$ cat config.mk
export PLATFORM = sky130hd
export DESIGN_NAME = hslc_divider
export DESIGN_NICKNAME = d
export VERILOG_FILES = /design/src/rtl/hslc_pkg.sv /design/src/rtl/hslc_divider.sv
export SDC_FILE = /design/constraint.sdc
export NUM_CORES = 1
export LEC_CHECK = 0
export BUFFER_PORTS_ARGS = -buffer_cell sky130_fd_sc_hd__buf_4
export CAP_MARGIN = 20
export CORE_ASPECT_RATIO = 1.75
export CORE_UTILIZATION = 54
export CTS_BUF_LIST = sky130_fd_sc_hd__clkbuf_8
export CTS_CLUSTER_DIAMETER = 50
export DETAILED_ROUTE_END_ITERATION = 7
export PLACE_DENSITY = 0.78
export SETUP_SLACK_MARGIN = 0.1
export SKIP_CTS_REPAIR_TIMING = 1
export SLEW_MARGIN = 5
export SYNTH_ARGS = -nofsm -noshare
export SYNTH_HDL_FRONTEND = slang
export SYNTH_SLANG_ARGS = --single-unit
export TNS_END_PERCENT = 5
$ cat constraint.sdc
create_clock -name clk -period 3.7 [get_ports clk]
set_input_delay 0.37 -clock clk [delete_from_list [all_inputs] [get_ports clk]]
set_output_delay 0.37 -clock clk [all_outputs]
set_load 0.03 [all_outputs]
$ cat src/rtl/hslc_pkg.sv
// Shared constants, types and a helper function for the hashed set LRU tag cache.
`default_nettype none
package hslc_pkg;
    localparam int SETS      = 64;
    localparam int WAYS      = 16;
    localparam int KEY_WIDTH = 64;
    localparam int SET_W     = (SETS > 1) ? $clog2(SETS) : 1;
    localparam int WAY_W     = $clog2(WAYS);
    localparam int ADDR_W    = SET_W + WAY_W;
    localparam int CNT_W     = 32;
    localparam int HASH_W    = 32;
    localparam int CFG_W     = 7;
    localparam int NBYTES    = (KEY_WIDTH + 7) / 8;
    localparam int BYTE_W    = (NBYTES > 1) ? $clog2(NBYTES) : 1;
    localparam int DIV_W     = $clog2(HASH_W + 1);

    typedef enum logic [3:0] {
        ST_IDLE,
        ST_HASH,
        ST_DIV,
        ST_SCAN,
        ST_READ,
        ST_CMP,
        ST_UPD,
        ST_CLEAR,
        ST_DONE
    } state_t;

    typedef struct packed {
        logic              start;
        logic [HASH_W-1:0] dividend;
        logic [CFG_W-1:0]  divisor;
    } div_req_t;

    typedef struct packed {
        logic             done;
        logic [SET_W-1:0] remainder;
    } div_rsp_t;

    function automatic logic [CNT_W-1:0] sat_inc(input logic [CNT_W-1:0] v);
        return (v == {CNT_W{1'b1}}) ? v : v + 1'b1;
    endfunction
endpackage
`default_nettype wire

$ cat src/rtl/hslc_divider.sv
// Restoring remainder unit: reduces the 32-bit hash modulo the set count, one bit a cycle.
`default_nettype none
module hslc_divider (
    input  wire                   clk,
    input  wire                   rst_n,
    input  hslc_pkg::div_req_t    req,
    output hslc_pkg::div_rsp_t    rsp
);
    import hslc_pkg::*;

    logic [HASH_W-1:0] quo_reg, quo_next;
    logic [CFG_W:0]    rem_reg, rem_next;
    logic [CFG_W-1:0]  den_reg, den_next;
    logic [DIV_W-1:0]  cnt_reg, cnt_next;
    logic              busy_reg, busy_next;
    logic              done_reg, done_next;
    logic [CFG_W:0]    trial;

    always_comb
    begin
        quo_next  = quo_reg;
        rem_next  = rem_reg;
        den_next  = den_reg;
        cnt_next  = cnt_reg;
        busy_next = busy_reg;
        done_next = 1'b0;
        trial     = {rem_reg[CFG_W-1:0], quo_reg[HASH_W-1]};
        if (req.start)
        begin
            quo_next  = req.dividend;
            rem_next  = '0;
            den_next  = req.divisor;
            cnt_next  = '0;
            busy_next = 1'b1;
        end
        else if (busy_reg)
        begin
            quo_next = {quo_reg[HASH_W-2:0], 1'b0};
            if (trial >= {1'b0, den_reg})
                rem_next = trial - {1'b0, den_reg};
            else
                rem_next = trial;
            cnt_next = cnt_reg + 1'b1;
            if (cnt_reg == DIV_W'(HASH_W - 1))
            begin
                busy_next = 1'b0;
                done_next = 1'b1;
            end
        end
    end

    always_ff @(posedge clk or negedge rst_n)
    begin
        if (!rst_n)
        begin
            busy_reg <= 1'b0;
            done_reg <= 1'b0;
            cnt_reg  <= '0;
        end
        else
        begin
            busy_reg <= busy_next;
            done_reg <= done_next;
            cnt_reg  <= cnt_next;
        end
    end

    always_ff @(posedge clk)
    begin
        quo_reg <= quo_next;
        rem_reg <= rem_next;
        den_reg <= den_next;
    end

    assign rsp.done      = done_reg;
    assign rsp.remainder = rem_reg[SET_W-1:0];
endmodule
`default_nettype wire

Word level (Yosys, flattened, before mapping)
Index checks and enable logic that the tools add are counted.
{ "op_classes": {"n_eq_ne": 1, "n_lt_le_gt_ge": 1, "mux": 11, "reduce_logical": 1, "addsub": 2} }
{ "ops": {"columns": ["operator", "count"], "rows": [
  ["$mux W32", 2],
  ["$mux W6", 2],
  ["$ge A8 B7 Y1", 1],
  ["$mux W7", 1],
  ["$sub A7 B7 Y7", 1],
  ["$add A6 B1 Y6 const B", 1],
  ["$eq A6 B5 Y1 const B", 1],
  ["$mux W1", 6],
  ["$reduce_bool A2 Y1", 1]
]} }
{ "word_totals": {"reg_bits": 54} }

Depth between registers and ports, before layout
{ "depth": {"word_depth": 4, "mapped_depth": 9} }

Worst setup path before layout
No wires, ideal clock.
{ "synth_path": {"path_type": "reg-to-reg", "from": "reg busy_reg", "to": "reg quo_reg[0], enable pin", "synth_period_minus_slack_ns": 1.790, "path_buffers": 1, "path_slack_ns": 1.910, "t_arrival_ns": 1.400, "path_stages_with_launch": 4, "cell_sequence": "dfrtp_1 -> clkbuf_1 -> inv_1 -> nand2_1"} }
{ "synth_between": {"elab_chain_len": 1} }
{ "synth_rtl": {"columns": ["item", "line", "rtl"], "rows": [
  ["start: declaration", "hslc_divider.sv:15", "logic busy_reg, busy_next;"],
  ["start signal: assignment", "hslc_divider.sv:62", "busy_reg <= busy_next;"],
  ["$reduce_bool A2 Y1 (no source line)", null, null],
  ["end signal: assignment", "hslc_divider.sv:70", "quo_reg <= quo_next;"],
  ["end: declaration", "hslc_divider.sv:11", "logic [HASH_W-1:0] quo_reg, quo_next;"]
]} }
Every way passes these cells.
A chain may end at the register's enable or synchronous reset.

Final worst setup path
{ "layout_path": {"from": "reg quo_reg[31]", "to": "reg rem_reg[0]"} }
{ "layout_between": {"elab_chain_len": 2, "elab_cells_between_ends": 3, "classes_between": "1 x add/sub; 1 x order compare; 1 x mux"} }
{ "layout_rtl": {"columns": ["item", "line", "rtl"], "rows": [
  ["$sub A7 B7 Y7 or $ge A8 B7 Y1 (tied branches)", "hslc_divider.sv:40, hslc_divider.sv:39", null],
  ["$mux W7 (*)", "hslc_divider.sv:39", "if (trial >= {1'b0, den_reg})"],
  ["end signal: assignment", "hslc_divider.sv:71", "rem_reg <= rem_next;"],
  ["end: declaration", "hslc_divider.sv:12", "logic [CFG_W:0] rem_reg, rem_next;"]
]} }
Every way passes the cells marked *; elsewhere a longest branch is shown, timed or not.

==> run metrics <==
vias in the first global route 1645; Clock Path Buffers 2; post-synth top area share 0.433; Non-Filler Instances 303; Ant. Diodes 0; most frequent cells in the layout buf_4, edfxtp_1, mux2_2; area of the core 4750 um2; final wirelength 4.65 mm; Overall Global Routing Usage 0.186; Slowest cell on crit path edfxtp_1; Fillers 393; Buffers on Ports 48; final core occ 0.666; multi-input logic area 1050 um2; design area 3160 um2; initial antenna violation count 0; crit end category flop; Fmax 0.490 GHz; wire per inst 15.4 um; DP Cell Count 294; overall die height 95.6 um; FF/Latch Area 1510 um2; maximum net fanout on the critical path 10; Power Density 538 nW/um2; most common cell after layout, fill and taps aside buf_4; max-cap violations 0; Antenna Nets Post-Route 0; worst hold margin 0.230 ns; max incr delay on CP 0.40 ns; Worst-Margin Slew 0.633 ns; register bit total from synthesis 54; ranking of synthesized cells by area edfxtp_1, mux2_2, dfrtp_1; fin nets 301; leakage power 1.34 nW; Cell Rows 33; Via Count 1704; synthesized area per cell 12.9 um2; Setup-failing EPs final 0; H-tree depth 2; Worst EP required 3.93 ns; Final WS setup 1.66 ns; post-synthesis async set-or-reset flop share 0.148; outcome complete, no violations; global-route wire length before repair 7.52 mm; Clock Sinks 54; grt ovf 0; Post-Syn Area 2700 um2; critical path type reg -> reg; max reg flops 32; Top-Level Pins 49; die width 55.5 um; largest net degree at the start of global routing 56; Post-Synthesis Cells 209; DRT Pass-1 Iters 4; max-slew violations 0; hpwl dp 3.34 mm; relative slew slack 0.578; vias per inst 5.62; Final Skew 0.0111 ns; P&R area growth vs syn 17.0%; CTS Buf Count 5; Synth area leader edfxtp_1; GPL Wtd Cong 0.869; die area 5300 um2; DRC Markers 0; Root Buffer clkbuf_8; dpl ws 1.70 ns; Synth Flop Type edfxtp_1; total power 1.70 mW; final setup TNS 0 ns; YS warnings 0; Worst VDD drop 0.000444 V; final hold vios 0; clock edge transition at the registers on the reported setup and hold paths 0.10 ns; DP Area 3040 um2; Unique masters post-synth 51; CTS tree built; share of layout cells above drive strength 1 0.355; startpoint types flop; syn_nets 260; Post-synth EDFFs 39; hold crit path type in -> reg; Initial DRC Count 49; Final Critical Period 2.04 ns; unrepaired setup endpoints after global routing false; CP arrival 2.27 ns; Clock Latency Late Sink 0.31 ns; worst-path cell chain inv_1 > ha_1 > inv_1 > fa_1 > nand3_1 > a31o_1 > nand3_1 > a311oi_2; fin crit share 0.551; Initial Utilization 0.569; register area share after synthesis 0.559
final timing paths:
path,start,end,slack (ns),cells after the start
worst max register to register,quo_reg[31],rem_reg[0],1.66,8
worst max-delay path,quo_reg[31],rem_reg[0],1.66,8
max in group asynchronous,rst_n,cnt_reg[1],3.15,2
worst min register to register,quo_reg[1],quo_reg[2],0.53,1
min in group asynchronous,rst_n,cnt_reg[5],0.41,2
worst min-delay path,req[4],den_reg[4],0.23,1
layer usage:
| metal | global-route usage | share of wire | vias up |
|---|---|---|---|
| met5 | 0 | 0 | - |
| met1 | 0.213 | 0.41 | 804 |
| met3 | 0.0366 | 0.036 | 10 |
| met2 | 0.332 | 0.53 | 41 |
| met4 | 0.0875 | 0.025 | 0 |
| li1 | - | - | 849 |
area by class of cell:
cell class                 instances  area share
clock buffer                       5      0.0218
clock inverter                     3      0.0150
inverter                          12      0.0142
multi-input combinational        127       0.331
sequential                        54       0.478
tap                               52      0.0206
timing repair buffer              50       0.120
worst max-delay path, delay by kind of cell (launching register included):
kind / cells / cell delay, ns
AND/OR/NAND/NOR: 2 / 0.26
buffers and inverters: 2 / 0.13
adder cells (fa/ha/maj): 2 / 0.56
AO/OA/AOI/OAI: 2 / 0.61
flip-flops: 1 / 0.40
cells by family (layout without fill, tap and decap cells):
kind of cell    count (synthesis)  after routing  synth area share
mux                            32             32             0.133
fa+ha+maj                       9              9            0.0444
simple gates                   51             51             0.103
flops                          54             54             0.559
buf+inv                        28             70            0.0537
compound gates                 28             28            0.0843
xor+xnor                        7              7            0.0227
synth_stat cells, types with 2 or more instances:
cell,instances
edfxtp_1,39
mux2_2,27
inv_1,12
nor2_1,12
nand2_1,9
dfrtp_1,8
ha_1,8
buf_4,7
dfxtp_1,7
buf_2,5
nand3_1,5
nor3b_1,5
a31oi_1,4
and3_1,4
mux2_1,4
xor2_1,4
a21o_1,3
a21oi_1,3
nand4_1,3
o21ai_1,3
xnor2_1,3
and2_1,2
clkbuf_1,2
nor2b_1,2
o31ai_1,2
report_power, final:
part           switching (mW)  internal [mW]
Combinational           0.271          0.253
Clock                   0.198          0.205
Sequential             0.0470          0.727
Total                   0.515           1.19
(Power assumes the default switching activity.)
